==> src/hdl/vtae_pkg.sv <==
package vtae_pkg;

    localparam int NumSlots = 14;

    localparam logic [7:0] ChEsc   = 8'h1b;
    localparam logic [7:0] ChGs    = 8'h1d;
    localparam logic [7:0] ChR     = 8'h52;
    localparam logic [7:0] ChOne   = 8'h31;
    localparam logic [7:0] HiBase  = 8'h20;
    localparam logic [7:0] LoYBase = 8'h60;
    localparam logic [7:0] LoXBase = 8'h40;

    localparam logic KindTen    = 1'b0;
    localparam logic ActionMove = 1'b0;

    typedef struct packed {
        logic [NumSlots-1:0]      mask;
        logic [NumSlots-1:0][7:0] bytes;
    } t_cmd;

    typedef struct packed {
        logic [7:0] yh;
        logic [7:0] ex;
        logic [7:0] yl;
        logic [7:0] xh;
        logic [7:0] xl;
    } t_addr;

    function automatic t_addr addr10(input logic [11:0] x, input logic [11:0] y);
        t_addr a;
        a.yh = HiBase  + {3'b000, y[9:5]};
        a.ex = 8'h00;
        a.yl = LoYBase + {3'b000, y[4:0]};
        a.xh = HiBase  + {3'b000, x[9:5]};
        a.xl = LoXBase + {3'b000, x[4:0]};
        return a;
    endfunction

    function automatic t_addr addr12(input logic [11:0] x, input logic [11:0] y);
        t_addr a;
        a.yh = HiBase  + {3'b000, y[11:7]};
        a.ex = LoYBase + {4'b0000, y[1:0], x[1:0]};
        a.yl = LoYBase + {3'b000, y[6:2]};
        a.xh = HiBase  + {3'b000, x[11:7]};
        a.xl = LoXBase + {3'b000, x[6:2]};
        return a;
    endfunction

endpackage

==> src/hdl/vtae_front.sv <==
module vtae_front (
    input  logic           i_clk,
    input  logic           i_rst_n,
    input  logic           i_cfg_wr_en,
    input  logic           i_cfg_wr_data,
    input  logic           i_valid,
    output logic           o_ready,
    input  logic           i_action,
    input  logic [11:0]    i_x,
    input  logic [11:0]    i_y,
    input  logic           i_q_full,
    output logic           o_push,
    output vtae_pkg::t_cmd o_cmd
);
    import vtae_pkg::*;

    logic        r_kind;
    logic [7:0]  r_yh, r_yl, r_xh;
    logic [11:0] r_pen_x, r_pen_y;
    logic [7:0]  n_yh, n_yl, n_xh;

    logic        accept;
    logic        move;
    logic        straight;
    logic [7:0]  hist_yh, hist_yl, hist_xh;
    t_addr       a10, a_p, a_n;
    t_cmd        cmd;

    assign o_ready  = !i_q_full;
    assign accept   = i_valid && o_ready;
    assign move     = (i_action == ActionMove);
    assign straight = (i_x == r_pen_x) || (i_y == r_pen_y);
    assign hist_yh  = move ? 8'h00 : r_yh;
    assign hist_yl  = move ? 8'h00 : r_yl;
    assign hist_xh  = move ? 8'h00 : r_xh;
    assign a10      = addr10(i_x, i_y);
    assign a_p      = addr12(r_pen_x, r_pen_y);
    assign a_n      = addr12(i_x, i_y);

    always_comb begin
        cmd  = '0;
        n_yh = r_yh;
        n_yl = r_yl;
        n_xh = r_xh;
        if (r_kind == KindTen) begin
            cmd.bytes[0] = ChGs;
            cmd.bytes[1] = a10.yh;
            cmd.bytes[2] = a10.yl;
            cmd.bytes[3] = a10.xh;
            cmd.bytes[4] = a10.xl;
            cmd.mask[0]  = move;
            cmd.mask[1]  = (a10.yh != hist_yh);
            cmd.mask[2]  = (a10.xh != hist_xh) || (a10.yl != hist_yl);
            cmd.mask[3]  = (a10.xh != hist_xh);
            cmd.mask[4]  = 1'b1;
            n_yh = a10.yh;
            n_yl = a10.yl;
            n_xh = a10.xh;
        end else if (move) begin
            n_yh = 8'h00;
            n_yl = 8'h00;
            n_xh = 8'h00;
        end else if (straight) begin
            cmd.bytes[0]  = ChEsc;
            cmd.bytes[1]  = ChR;
            cmd.bytes[2]  = ChR;
            cmd.bytes[3]  = a_p.yh;
            cmd.bytes[4]  = a_p.ex;
            cmd.bytes[5]  = a_p.yl;
            cmd.bytes[6]  = a_p.xh;
            cmd.bytes[7]  = a_p.xl;
            cmd.bytes[8]  = a_n.yh;
            cmd.bytes[9]  = a_n.ex;
            cmd.bytes[10] = a_n.yl;
            cmd.bytes[11] = a_n.xh;
            cmd.bytes[12] = a_n.xl;
            cmd.bytes[13] = ChOne;
            cmd.mask      = '1;
            cmd.mask[3]   = (a_p.yh != r_yh);
            cmd.mask[6]   = (a_p.xh != r_xh);
            cmd.mask[8]   = (a_n.yh != a_p.yh);
            cmd.mask[11]  = (a_n.xh != a_p.xh);
            n_yh = a_n.yh;
            n_yl = a_n.yl;
            n_xh = a_n.xh;
        end
    end

    assign o_cmd  = cmd;
    assign o_push = accept && (|cmd.mask);

    always_ff @(posedge i_clk) begin
        if (!i_rst_n) begin
            r_kind  <= KindTen;
            r_yh    <= 8'h00;
            r_yl    <= 8'h00;
            r_xh    <= 8'h00;
            r_pen_x <= 12'h000;
            r_pen_y <= 12'h000;
        end else begin
            if (i_cfg_wr_en) begin
                r_kind <= i_cfg_wr_data;
            end
            if (accept) begin
                r_yh    <= n_yh;
                r_yl    <= n_yl;
                r_xh    <= n_xh;
                r_pen_x <= i_x;
                r_pen_y <= i_y;
            end
        end
    end

endmodule

==> src/hdl/vtae_queue.sv <==
module vtae_queue (
    input  logic           i_clk,
    input  logic           i_rst_n,
    input  logic           i_push,
    input  vtae_pkg::t_cmd i_data,
    output logic           o_full,
    output logic           o_valid,
    input  logic           i_pop,
    output vtae_pkg::t_cmd o_data
);
    import vtae_pkg::*;

    t_cmd       r_entry [2];
    logic       r_wr_ptr, r_rd_ptr;
    logic [1:0] r_count;

    assign o_full  = (r_count == 2'd2);
    assign o_valid = (r_count != 2'd0);
    assign o_data  = r_entry[r_rd_ptr];

    always_ff @(posedge i_clk) begin
        if (i_push) begin
            r_entry[r_wr_ptr] <= i_data;
        end
    end

    always_ff @(posedge i_clk) begin
        if (!i_rst_n) begin
            r_wr_ptr <= 1'b0;
            r_rd_ptr <= 1'b0;
            r_count  <= 2'd0;
        end else begin
            if (i_push) begin
                r_wr_ptr <= !r_wr_ptr;
            end
            if (i_pop) begin
                r_rd_ptr <= !r_rd_ptr;
            end
            if (i_push && !i_pop) begin
                r_count <= r_count + 2'd1;
            end else if (i_pop && !i_push) begin
                r_count <= r_count - 2'd1;
            end
        end
    end

endmodule

==> src/hdl/vtae_back.sv <==
module vtae_back (
    input  logic           i_clk,
    input  logic           i_rst_n,
    input  logic           i_q_valid,
    input  vtae_pkg::t_cmd i_q_data,
    output logic           o_pop,
    output logic           o_valid,
    input  logic           i_ready,
    output logic [7:0]     o_byte,
    output logic           o_last
);
    import vtae_pkg::*;

    logic [NumSlots-1:0]      r_mask;
    logic [NumSlots-1:0][7:0] r_bytes;
    logic                     r_valid;
    logic [7:0]               r_byte;
    logic                     r_last;

    logic                     out_free;
    logic                     emit;
    logic [NumSlots-1:0]      low_bit;
    logic [NumSlots-1:0]      rest;
    logic [7:0]               sel_byte;

    assign out_free = !r_valid || i_ready;
    assign emit     = out_free && (|r_mask);
    assign low_bit  = r_mask & (~r_mask + 1'b1);
    assign rest     = r_mask & ~low_bit;
    assign o_pop    = i_q_valid && ((r_mask == '0) || (emit && (rest == '0)));

    always_comb begin
        sel_byte = 8'h00;
        for (int i = 0; i < NumSlots; i++) begin
            sel_byte = sel_byte | (r_bytes[i] & {8{low_bit[i]}});
        end
    end

    always_ff @(posedge i_clk) begin
        if (o_pop) begin
            r_bytes <= i_q_data.bytes;
        end
        if (emit) begin
            r_byte <= sel_byte;
            r_last <= (rest == '0);
        end
    end

    always_ff @(posedge i_clk) begin
        if (!i_rst_n) begin
            r_mask  <= '0;
            r_valid <= 1'b0;
        end else begin
            if (o_pop) begin
                r_mask <= i_q_data.mask;
            end else if (emit) begin
                r_mask <= rest;
            end
            if (out_free) begin
                r_valid <= emit;
            end
        end
    end

    assign o_valid = r_valid;
    assign o_byte  = r_byte;
    assign o_last  = r_last;

endmodule

==> src/hdl/vector_terminal_address_encoder.sv <==
// The first byte of a command passes the queue entry, the back end's mask and byte registers
// and the output byte register. Bytes leave at one per cycle while m_axis_tready is high;
// a command emits zero to fourteen bytes, and the single byte output register sets this
// rate. Empty commands are not queued; a two-entry queue decouples the sides.
// Synchronous active-low reset clears the history bytes, the pen, the terminal kind and the
// queue; no clearing pass is needed.
module vector_terminal_address_encoder (
    input  logic        i_clk,
    input  logic        i_rst_n,
    input  logic        i_cfg_wr_en,
    input  logic        i_cfg_wr_data,
    input  logic        s_axis_tvalid,
    output logic        s_axis_tready,
    input  logic [23:0] s_axis_tdata,   // x_coord [11:0], y_coord [23:12]
    input  logic        s_axis_tuser,   // action [0]
    output logic        m_axis_tvalid,
    input  logic        m_axis_tready,
    output logic [7:0]  m_axis_tdata,   // out_byte [7:0]
    output logic        m_axis_tlast
);
    import vtae_pkg::*;

    logic q_full;
    logic push;
    logic q_valid;
    logic pop;
    t_cmd push_cmd;
    t_cmd q_cmd;

    vtae_front u_front (
        .i_clk         (i_clk),
        .i_rst_n       (i_rst_n),
        .i_cfg_wr_en   (i_cfg_wr_en),
        .i_cfg_wr_data (i_cfg_wr_data),
        .i_valid       (s_axis_tvalid),
        .o_ready       (s_axis_tready),
        .i_action      (s_axis_tuser),
        .i_x           (s_axis_tdata[11:0]),
        .i_y           (s_axis_tdata[23:12]),
        .i_q_full      (q_full),
        .o_push        (push),
        .o_cmd         (push_cmd)
    );

    vtae_queue u_queue (
        .i_clk   (i_clk),
        .i_rst_n (i_rst_n),
        .i_push  (push),
        .i_data  (push_cmd),
        .o_full  (q_full),
        .o_valid (q_valid),
        .i_pop   (pop),
        .o_data  (q_cmd)
    );

    vtae_back u_back (
        .i_clk     (i_clk),
        .i_rst_n   (i_rst_n),
        .i_q_valid (q_valid),
        .i_q_data  (q_cmd),
        .o_pop     (pop),
        .o_valid   (m_axis_tvalid),
        .i_ready   (m_axis_tready),
        .o_byte    (m_axis_tdata),
        .o_last    (m_axis_tlast)
    );

endmodule

==> config.mk <==
export PLATFORM = sky130hd
export DESIGN_NAME = vector_terminal_address_encoder
export DESIGN_NICKNAME = d
export VERILOG_FILES = /design/src/hdl/vtae_pkg.sv /design/src/hdl/vtae_front.sv /design/src/hdl/vtae_queue.sv /design/src/hdl/vtae_back.sv /design/src/hdl/vector_terminal_address_encoder.sv
export SDC_FILE = /design/constraint.sdc
export NUM_CORES = 1
export LEC_CHECK = 0
export BUFFER_PORTS_ARGS = -buffer_cell sky130_fd_sc_hd__buf_2
export CAP_MARGIN = 20
export CORE_MARGIN = 2
export CORE_UTILIZATION = 40
export CTS_CLUSTER_SIZE = 14
export DETAILED_ROUTE_END_ITERATION = 8
export GPL_ROUTABILITY_DRIVEN = 0
export GPL_TIMING_DRIVEN = 0
export PLACE_DENSITY = 0.6
export REMOVE_ABC_BUFFERS = 1
export SYNTH_ARGS = -nofsm -noshare
export SYNTH_HDL_FRONTEND = slang
export SYNTH_SLANG_ARGS = --single-unit
==> constraint.sdc <==
create_clock -name i_clk -period 11.8 [get_ports i_clk]
set_clock_uncertainty 0.1 [all_clocks]
set_input_delay 0.59 -clock i_clk [delete_from_list [all_inputs] [get_ports i_clk]]
set_output_delay 0.59 -clock i_clk [all_outputs]
set_load 0.1 [all_outputs]
After elaboration in Yosys (flattened, before gate mapping)
Memories as Yosys holds them, arrays and structs flattened. A register that Yosys moved wholly into a read port is not among the register bits.
Cells that the tools add are included.
- register bits after elaboration: 189
- RAM bits: 252
- input port bits: 31
- output and inout port bits: 11
- logic and storage cells: 139
- memories kept: 1
- $add $sub $neg: 17
- eq/ne operators: 11
- multiplexer cells: 26
- bitwise gates (word level): 32
- reductions and logical operators: 25
- memory list (memory ; words ; width ; read ports ; clocked after Yosys merged registers in ; wr ports ; RTL line ; RTL):
    u_queue.r_entry ; 2 ; 126 ; 1 ; 1 ; 1 ; vtae_queue.sv:13 ; t_cmd r_entry [2];
- operators with widths (kind ; count):
    126-bit 2-to-1 mux ; 2
    8-bit bitwise AND ; 14
    8-bit bitwise OR ; 13
    8-bit 2-to-1 mux ; 12
    72-bit 2-to-1 mux ; 1
    8-bit inequality test ; 7
    7-bit by 5-bit adder with 8-bit output (first input constant) ; 6
    6-bit by 5-bit adder with 7-bit output (first input constant) ; 6
    40-bit 2-to-1 mux ; 1
    14-bit bitwise AND ; 2
    14-bit logical NOT ; 2
    14-bit 2-to-1 mux ; 2
    14-bit NOT ; 2
    14-bit OR reduction ; 2
    12-bit == test ; 2
    7-bit by 4-bit adder with 8-bit output (first input constant) ; 2
    14-bit by 1-bit adder with 14-bit output (second input constant) ; 1
    9-bit 2-to-1 mux ; 1
    1-bit logical AND ; 7
    1-bit logical NOT ; 6
    2-bit nonzero test ; 3
    5-bit 2-to-1 mux ; 1
    1-bit logical OR ; 4
    1-bit 2-to-1 mux ; 4
    other kinds (7) ; 8

Logic depth before layout (Yosys ltp)
Gate-level depths: netlist of the first run.
- depth in word-level cells: 17
- depth in mapped cells: 12
- gate-level depth less buffers: 11

Hierarchy
Synthesis of the first run repeated with hierarchy kept, for this count alone.
- cell total of the unflattened synthesis: 1250
- area, all modules: 18448.9 um^2
- modules (own cells, without submodules) (module ; instances ; cells an instance ; area each (um^2) ; sequential area each (um^2)):
    vtae_queue ; 1 ; 414 ; 9462.8 ; 7667.4
    vtae_back ; 1 ; 362 ; 5346.4 ; 3933.8
    vtae_front ; 1 ; 474 ; 3639.7 ; 820.8

Worst setup path after synthesis of the first run
OpenSTA, ideal clock, no wires.
- kind: input -> register
- start: input s_axis_tdata[21]
- end: memory u_queue.r_entry[0][100] in the netlist's numbering (enable)
- setup time: 0.583 ns
- arrival time: 6.620 ns
- data required time: 11.117 ns
- slack: 4.497 ns
- stages on the path: 8
- path buffers: 2
- path through: clkbuf_1 > xnor2_1 > nand3_1 > nor4_1 > o21ai_0 > and2_1 > clkbuf_1 > nor3_1
- word-level cells in the longest chain between the ends: 9
- elaborated cells between the ends (all ways): 14
- classes of those cells: add/sub (2); eq/ne (3); mux (6); reduce/logical (3)
- ends and longest elaborated chain (item ; RTL line ; RTL):
    start: declaration ; vector_terminal_address_encoder.sv:14 ; input logic [23:0] s_axis_tdata,
    6-bit by 5-bit adder with 7-bit output / 12-bit == test (equally long branches) ; vtae_pkg.sv:41, vtae_front.sv:32 ;
    8-bit inequality test / 1-bit logical OR (equally long branches) ; vtae_front.sv:81, vtae_front.sv:32 ;
    126-bit 2-to-1 mux ; vtae_front.sv:63 ; end else if (straight) begin
    126-bit 2-to-1 mux ; vtae_front.sv:59 ; end else if (move) begin
    9-bit 2-to-1 mux / 5-bit 2-to-1 mux (equally long branches) ; vtae_front.sv:45 ; if (r_kind == KindTen) begin
    14-bit OR reduction (*) ; vtae_front.sv:90 ; assign o_push = accept && (|cmd.mask);
    1-bit logical AND (*) ; vtae_front.sv:90 ;
    1-bit 2-to-1 mux (*) ; vtae_queue.sv:22 ; if (i_push) begin
    1-bit 2-to-1 mux (not written as such) (*) ; vtae_queue.sv:23 ; r_entry[r_wr_ptr] <= i_data;
    end: declaration ; vtae_queue.sv:13 ;
Every way passes the cells marked *; elsewhere a longest branch is shown, timed or not.

Worst setup path in the final report of the first run
- start: register u_back.r_mask[0]
- end: register u_queue.r_count[1]
- word-level cells in the longest chain between the ends: 12
- elaborated cells between the ends (all ways): 17
- classes of those cells: add/sub (1); mux (1); bitwise (4); reduce/logical (11)
- ends and longest elaborated chain (item ; RTL line ; RTL):
    start: declaration ; vtae_back.sv:14 ; logic [NumSlots-1:0] r_mask;
    start signal: assignment ; vtae_back.sv:55 ; r_mask <= i_q_data.mask;
    start signal: assignment ; vtae_back.sv:57 ; r_mask <= rest;
    14-bit NOT ; vtae_back.sv:28 ; assign low_bit = r_mask & (~r_mask + 1'b1);
    14-bit by 1-bit adder with 14-bit output ; vtae_back.sv:28 ;
    14-bit bitwise AND ; vtae_back.sv:28 ;
    14-bit NOT ; vtae_back.sv:29 ; assign rest = r_mask & ~low_bit;
    14-bit bitwise AND ; vtae_back.sv:29 ;
    14-bit logical NOT ; vtae_back.sv:30 ; assign o_pop = i_q_valid && ((r_mask == '0) || (emit && (rest == '0)));
    1-bit logical AND ; vtae_back.sv:30 ;
    1-bit logical OR (*) ; vtae_back.sv:30 ;
    1-bit logical AND (*) ; vtae_back.sv:30 ;
    1-bit logical NOT ; vtae_queue.sv:39 ; if (i_push && !i_pop) begin
    1-bit logical AND ; vtae_queue.sv:39 ;
    2-bit 2-to-1 mux / 2-bit nonzero test (equally long branches) ; - ;
    end signal: assignment ; vtae_queue.sv:40 ; r_count <= r_count + 2'd1;
    end signal: assignment ; vtae_queue.sv:42 ; r_count <= r_count - 2'd1;
    end: declaration ; vtae_queue.sv:15 ; logic [1:0] r_count;
Marked as above.
A chain may end at the register's enable or synchronous reset.

==> impl_metrics.json, run 1 <==
{
  "tightest_slew_ns": 0.9379,
  "placed_area_mm2": 0.01237,
  "seq_area_mm2": 0.007471,
  "vias": 7103,
  "cts_tree": "yes",
  "hp-class": "in2reg",
  "clk_pin_slew_ns": 0.06,
  "fmaxAchievable_mhz": 251.9,
  "nFillCells": 2585,
  "start_util": 0.4056,
  "reg2reg_slack_ns": 7.83,
  "min_from": "i_cfg_wr_data",
  "die_width_um": 174.6,
  "io_pins": 42,
  "fin_hold_ws_ns": 0.2153,
  "arrival_ns": 4.34,
  "wire_per_inst_um": 20.73,
  "final_area_mm2": 0.01327,
  "wl_met1_um": 13020,
  "synth-edff-count": 208,
  "via_per_inst": 5.345,
  "synth_area_mm2": 0.01164,
  "diodes": 0,
  "highest_layer": "met4",
  "synth_area_leaders": "edfxtp_1, dfxtp_1, mux2_2",
  "irDropWorstVdd_uv": 121.4,
  "core_mm2": 0.02870,
  "relSlewSlack": 0.3713,
  "ys.warnings.count": 0,
  "grt_usage": 0.1805,
  "antenna_found_initial": 1,
  "multiInputGateArea_mm2": 0.003921,
  "synth.distinct_cells": 62,
  "critical_path_required_ns": 12.17,
  "fin_tns_setup_ns": 0,
  "drc": 0,
  "clk_path_buf_depth": 3,
  "crit_type": "reg2reg",
  "final_cells": 1329,
  "power_density_mw_per_mm2": 256.3,
  "grt_pass1_wl_um": 41990,
  "die_area_mm2": 0.03048,
  "cts_resized": 0,
  "root_buffer": "clkbuf_16",
  "h-tree-depth": 1,
  "ys_ff_latch": 269,
  "std_cell_rows": 62,
  "syn_area_per_cell_um2": 12.99,
  "r2r_end": "u_queue.r_count[1]",
  "postSynthCellCount": 896,
  "rsz0062_at_grt": "no",
  "holdPathEnd": "u_front.r_kind",
  "drt-pass1-iter-count": 5,
  "hpwl_um": 18090,
  "async_flop_share": 0,
  "start_kind": "flip-flop",
  "grt_pass1_vias": 6753,
  "max_cap_viol_count": 0,
  "power_mw": 3.402,
  "drv_slew": 0,
  "end_kind": "flip-flop",
  "cts_hold_buf": 0,
  "drive_above_1_share": 0.1989,
  "status": "finished, final reports clean",
  "cts_buffers": 29,
  "dp.cells": 1275,
  "hold_viol": 0,
  "die_y_um": 174.6,
  "worst_skew_pair.late_latency_ns": 0.55,
  "fin_crit_ns": 3.970,
  "grt_max_degree": 54,
  "met3_wirelength_um": 1307,
  "synth_top_area_frac": 0.5365,
  "yosys.area.top_type": "edfxtp_1",
  "synth_ff_type": "edfxtp_1",
  "synthTopCellsByCount": "edfxtp_1, nand2_1, mux2_2, dfxtp_1, clkbuf_1",
  "post-route-period-util": 0.3364,
  "area_growth_pct": 14.00,
  "hold-path-cell-count": 3,
  "ant_nets": 0,
  "finalNetCount": 954,
  "cp_max_fo": 33,
  "r2r_start": "u_back.r_mask[0]",
  "dr.first_iter.drc_count": 646,
  "routed_wl_um": 27550,
  "io_buffers": 40,
  "r2r_cells": 11,
  "p_leak_nw": 4.738,
  "clkSinkCount": 269,
  "post_cts_buffers": 0,
  "grt_overflow": 0,
  "synth.most_common_cell": "edfxtp_1",
  "wl_met2_um": 12580,
  "setup_viol": 0,
  "ys_seq_area_frac": 0.6414
}
[layout make-up]
class	count	area share
multi-input cells	561	0.2955
clock buffers	33	0.05581
repair buffers	55	0.03583
clock inverters	21	0.01207
well taps	384	0.03620
flip-flops and latches	269	0.5629
inverters	6	0.001697
[stage by stage]
stage                       util  setup slack [ns]
after floorplan                -             4.341
after global placement    0.4205            0.5123
after global routing      0.4624             7.565
final                     0.4624             7.830
after detailed placement  0.4310             7.815
after CTS                 0.4624             7.796
[worst max-delay path, stage by stage (launching register included)]
cell and delay [ns]:
dfxtp_1 0.59, nor4_4 0.53, nand4b_4 0.24, o31ai_4 0.32, o2111ai_4 0.25, o21bai_2 0.21, and2_4 0.48, buf_12 0.29
inv_1 0.07, ha_1 0.31, or3_1 0.34, a21boi_0 0.16
[registers in the layout (all words and copies together), names as in the netlist, named ones only]
signal	cells
u_back.o_byte	7
u_back.o_last	1
u_back.o_valid	1
u_back.r_bytes	62
u_back.r_mask	14
u_front.r_kind	1
u_front.r_pen_x	12
u_front.r_pen_y	12
u_front.r_xh	5
u_front.r_yh	5
u_front.r_yl	6
u_queue.r_count	2
u_queue.r_entry	138
u_queue.r_rd_ptr	1
u_queue.r_wr_ptr	1
[where the power goes]
group	internal [mW]	switching, mW	total [mW]
registers	1.34	0.178	1.52
logic	0.355	0.669	1.02
clock network	0.494	0.363	0.857
[routing by layer]
| metal | up-vias | global-route usage |
|---|---|---|
| met1 | 3492 | 0.2656 |
| met5 | - | 0 |
| met3 | 43 | 0.02437 |
| met4 | 0 | 0.04792 |
| li1 | 3371 | - |
| met2 | 197 | 0.2826 |
[layout by cell type (no fill, tap or decap), types with 4 or more instances in the layout]
cell / instances
a21boi_0: 27
a21boi_1: 12
a21o_1: 10
a21oi_1: 30
a22o_1: 6
a22oi_1: 21
and2_1: 44
buf_16: 4
buf_2: 40
buf_6: 4
buf_8: 4
clkbuf_1: 4
clkbuf_16: 29
clkinv_1: 4
clkinv_2: 12
dfxtp_1: 60
edfxtp_1: 208
inv_1: 6
mux2_2: 69
nand2_1: 89
nand3_1: 18
nand3b_1: 5
nor2_1: 33
nor2b_1: 24
nor3_1: 7
nor4_1: 10
o211a_1: 15
o21ai_0: 26
o22ai_1: 5
o31ai_1: 4
xnor2_1: 34
xor2_1: 12
[logic make-up (layout without fill, tap and decap cells)]
family,Yosys count,in the layout,synth area share
other,1,1,0.0003221
buffers and inverters,66,115,0.02354
AOI/OAI and AO/OA,189,189,0.1194
and+or+nand+nor,254,254,0.1120
DFF,269,269,0.6414
adders and majority gates,1,1,0.001075
muxes,70,70,0.06761
xor gates and xnor gates,46,46,0.03461
[worst max path at each step]
stage                                   from                 endpoint  slack (ns)  cells past startpoint
after global placement       s_axis_tdata[1]   u_queue.r_entry[0][72]        0.51                      7
after CTS                   u_back.r_mask[0]       u_queue.r_count[1]        7.80                     11
after global routing        u_back.r_mask[0]       u_queue.r_count[1]        7.57                     11
final                       u_back.r_mask[0]       u_queue.r_count[1]        7.83                     11
after detailed placement    u_back.r_mask[0]       u_queue.r_count[1]        7.81                     11
after floorplan           u_queue.r_count[0]  u_queue.r_entry[0][100]        4.34                      3
No activity file was read; power rests on OpenSTA's default activity.
==> inputs of run 2 (changes only) <==
ABC_AREA = 1   (was not set)
clock period = 4.1 ns   (was 11.8 ns; I/O delays follow)
==> run 2 against run 1 <==
  * Clock power grew to 2.9 times the previous value
  * Sequential cell count stayed put
  * First-iteration DRC count is 10% higher
  * Power grew to 2.7 times the previous value
  * Hold slack worse by 0.12 ns
  * Worst setup slack worse by 7.4 ns
==> impl_metrics.json, run 2 <==
{
  "ys.warnings.count": 0,
  "cts_tree": "yes",
  "synth.most_common_cell": "edfxtp_1",
  "drc": 0,
  "ys_ff_latch": 269,
  "drt-pass1-iter-count": 5,
  "hpwl_um": 17600,
  "post-route-period-util": 0.8887,
  "die_width_um": 173.0,
  "routed_wl_um": 26540,
  "final_common_cell": "edfxtp_1",
  "io_pins": 42,
  "dp.cells": 1388,
  "clkSinkCount": 269,
  "io_buffers": 40,
  "ant_nets": 0,
  "std_cell_rows": 61,
  "grt_max_degree": 62,
  "synth-edff-count": 208,
  "largest-register": "u_queue.r_entry",
  "grt_usage": 0.1770,
  "clk_pin_slew_ns": 0.06,
  "synth_area_leaders": "edfxtp_1, dfxtp_1, mux2_2",
  "end_kind": "flip-flop",
  "syn_area_per_cell_um2": 11.43,
  "crit_chain": "nand2_1, inv_1, nand3_1, nand3_1, inv_1, ha_1, a21oi_1, o21ai_0, o21ai_0, a21oi_1",
  "h-tree-depth": 1,
  "synthTopCellsByCount": "edfxtp_1, nand2_1, nor2_1, inv_1, mux2_2",
  "hp-class": "in2reg",
  "crit_type": "reg2reg",
  "root_buffer": "clkbuf_16",
  "fmaxAchievable_mhz": 274.4,
  "irDropWorstVdd_uv": 329.0,
  "rsz0062_at_grt": "no",
  "fin_tns_setup_ns": 0,
  "yosys.area.top_type": "edfxtp_1",
  "start_kind": "flip-flop",
  "arrival_ns": 3.96,
  "relSlewSlack": 0.3657,
  "async_flop_share": 0,
  "cp_max_fo": 43,
  "seqPwrFrac": 0.464,
  "synth_top_area_frac": 0.5465,
  "worst_skew_pair.late_latency_ns": 0.54,
  "reg2reg_slack_ns": 0.46,
  "cts_resized": 0,
  "fin_crit_ns": 3.644,
  "status": "finished, final reports clean",
  "ys_seq_area_frac": 0.6534,
  "grt_pass1_wl_um": 41460,
  "cp_slowest_cell": "dfxtp_2",
  "finalNetCount": 1100,
  "power_density_mw_per_mm2": 676.2,
  "max_cap_viol_count": 0,
  "start_util": 0.4091,
  "top_regs": "u_queue.r_entry: 138 flops, u_back.r_bytes: 62 flops, u_back.r_mask: 14 flops",
  "largest_reg_flops": 138,
  "wl_met1_um": 12410,
  "met3_wirelength_um": 1228,
  "antenna_found_initial": 0,
  "comb_power_share": 0.259,
  "highest_layer": "met4",
  "dr.first_iter.drc_count": 713,
  "clk_path_buf_depth": 3,
  "die_y_um": 173.0,
  "mostFrequentLayoutCells": "edfxtp_1, nand2_1, nor2_1, inv_1, mux2_2",
  "wire_per_inst_um": 18.08,
  "p_leak_nw": 5.059,
  "die_area_mm2": 0.02994,
  "cts_hold_buf": 27,
  "drv_slew": 0,
  "cts_buffers": 28,
  "post_cts_buffers": 0,
  "hold_viol": 0,
  "p_int_mw": 6.013,
  "diodes": 0,
  "postSynthCellCount": 1000,
  "core_mm2": 0.02793,
  "synth.distinct_cells": 45,
  "final_cells": 1468,
  "via_per_inst": 5.026,
  "synth_ff_type": "edfxtp_1",
  "grt_overflow": 0,
  "drive_above_1_share": 0.1679,
  "path_buf_inv": 2,
  "critical_path_required_ns": 4.42,
  "cpPeakStageDelay_ns": 0.95,
  "grt_pass1_vias": 7164,
  "fin_ws_ns": 0.4562,
  "area_growth_pct": 16.65,
  "swShare": 0.3330,
  "nFillCells": 2545,
  "wl_met2_um": 12370,
  "tightest_slew_ns": 0.9514,
  "vias": 7378,
  "power_switching_mw": 3.002,
  "path_delay_family": "simple AND/OR/NAND/NOR gates",
  "synth_area_mm2": 0.01143,
  "setup_viol": 0,
  "p_clk_frac": 0.278,
  "dp_slack_ns": 0.5311
}
==> run 2: cell count changes after synthesis, sizes merged, moves of 19 or more <==
cell and delta:
inv +102, a21boi -37, o21ai +49, nand2 +37, clkbuf -33, a22oi -19
nor2 +88, and2 -47, a21oi +21, o22ai +19, nor2b -25
==> run 2: metrics by stage <==
stage	total power, mW	hold WS, ns	util	cell area, um2
4_1_cts	9.100	0.1911	0.4765	13310
6_report	9.015	0.09987	0.4772	13330
3_5_place_dp	6.561	0.3460	0.4338	12120
2_1_floorplan	5.766	0.2254	-	11240
3_3_place_gp	6.504	0.3325	0.4266	11920
5_1_grt	9.488	0.1164	0.4772	13330
==> run 2: final cells by class <==
class,instances,area (um2),share of cell area
sequential,269,7472,0.5605
multi-input combinational,580,3374,0.2531
clock buffer,39,793.3,0.05950
clock inverter,13,128.9,0.009667
tap,378,473.0,0.03548
inverter,113,424.2,0.03182
timing repair buffer,76,665.6,0.04993
==> run 2: cell families (layout without fill, tap and decap cells) <==
family,after synthesis,count (layout),share of synthesized area
simple gates,307,307,0.1164
flops,269,269,0.6534
compound gates,168,168,0.08145
buf+inv,151,241,0.05332
mux,69,69,0.06799
xor+xnor,34,34,0.02606
fa+ha+maj,1,1,0.001095
other cells,1,1,0.0003281
==> run 2: power groups by stage <==
stage / logic [mW] / registers [mW] / clock network [mW]
after floorplan: 1.33 / 4.44 / 0
after global placement: 2.17 / 4.34 / 0
after detailed placement: 2.31 / 4.25 / 0
after CTS: 2.35 / 4.20 / 2.56
after global routing: 2.56 / 4.26 / 2.67
final: 2.33 / 4.18 / 2.50
==> run 2: final timing paths <==
kind / start / end / cells after the start
hold / removal: i_rst_n / u_back.o_valid / 3
hold reg to reg: u_front.r_pen_y[5] / u_front.r_pen_y[5] / 2
setup reg to reg: u_front.r_kind / u_queue.r_count[1] / 10
setup / recovery: u_front.r_kind / u_queue.r_count[1] / 10
==> run 2: worst min-delay path, stage by stage <==
cell,delay [ns]
buf_2,0.27
o21ai_0,0.15
inv_1,0.04
==> run 2: routing by layer <==
layer,global-route usage,vias up
li1,-,3601
met1,0.2502,3538
met2,0.2872,199
met3,0.02924,40
met4,0.03955,0
met5,0,-
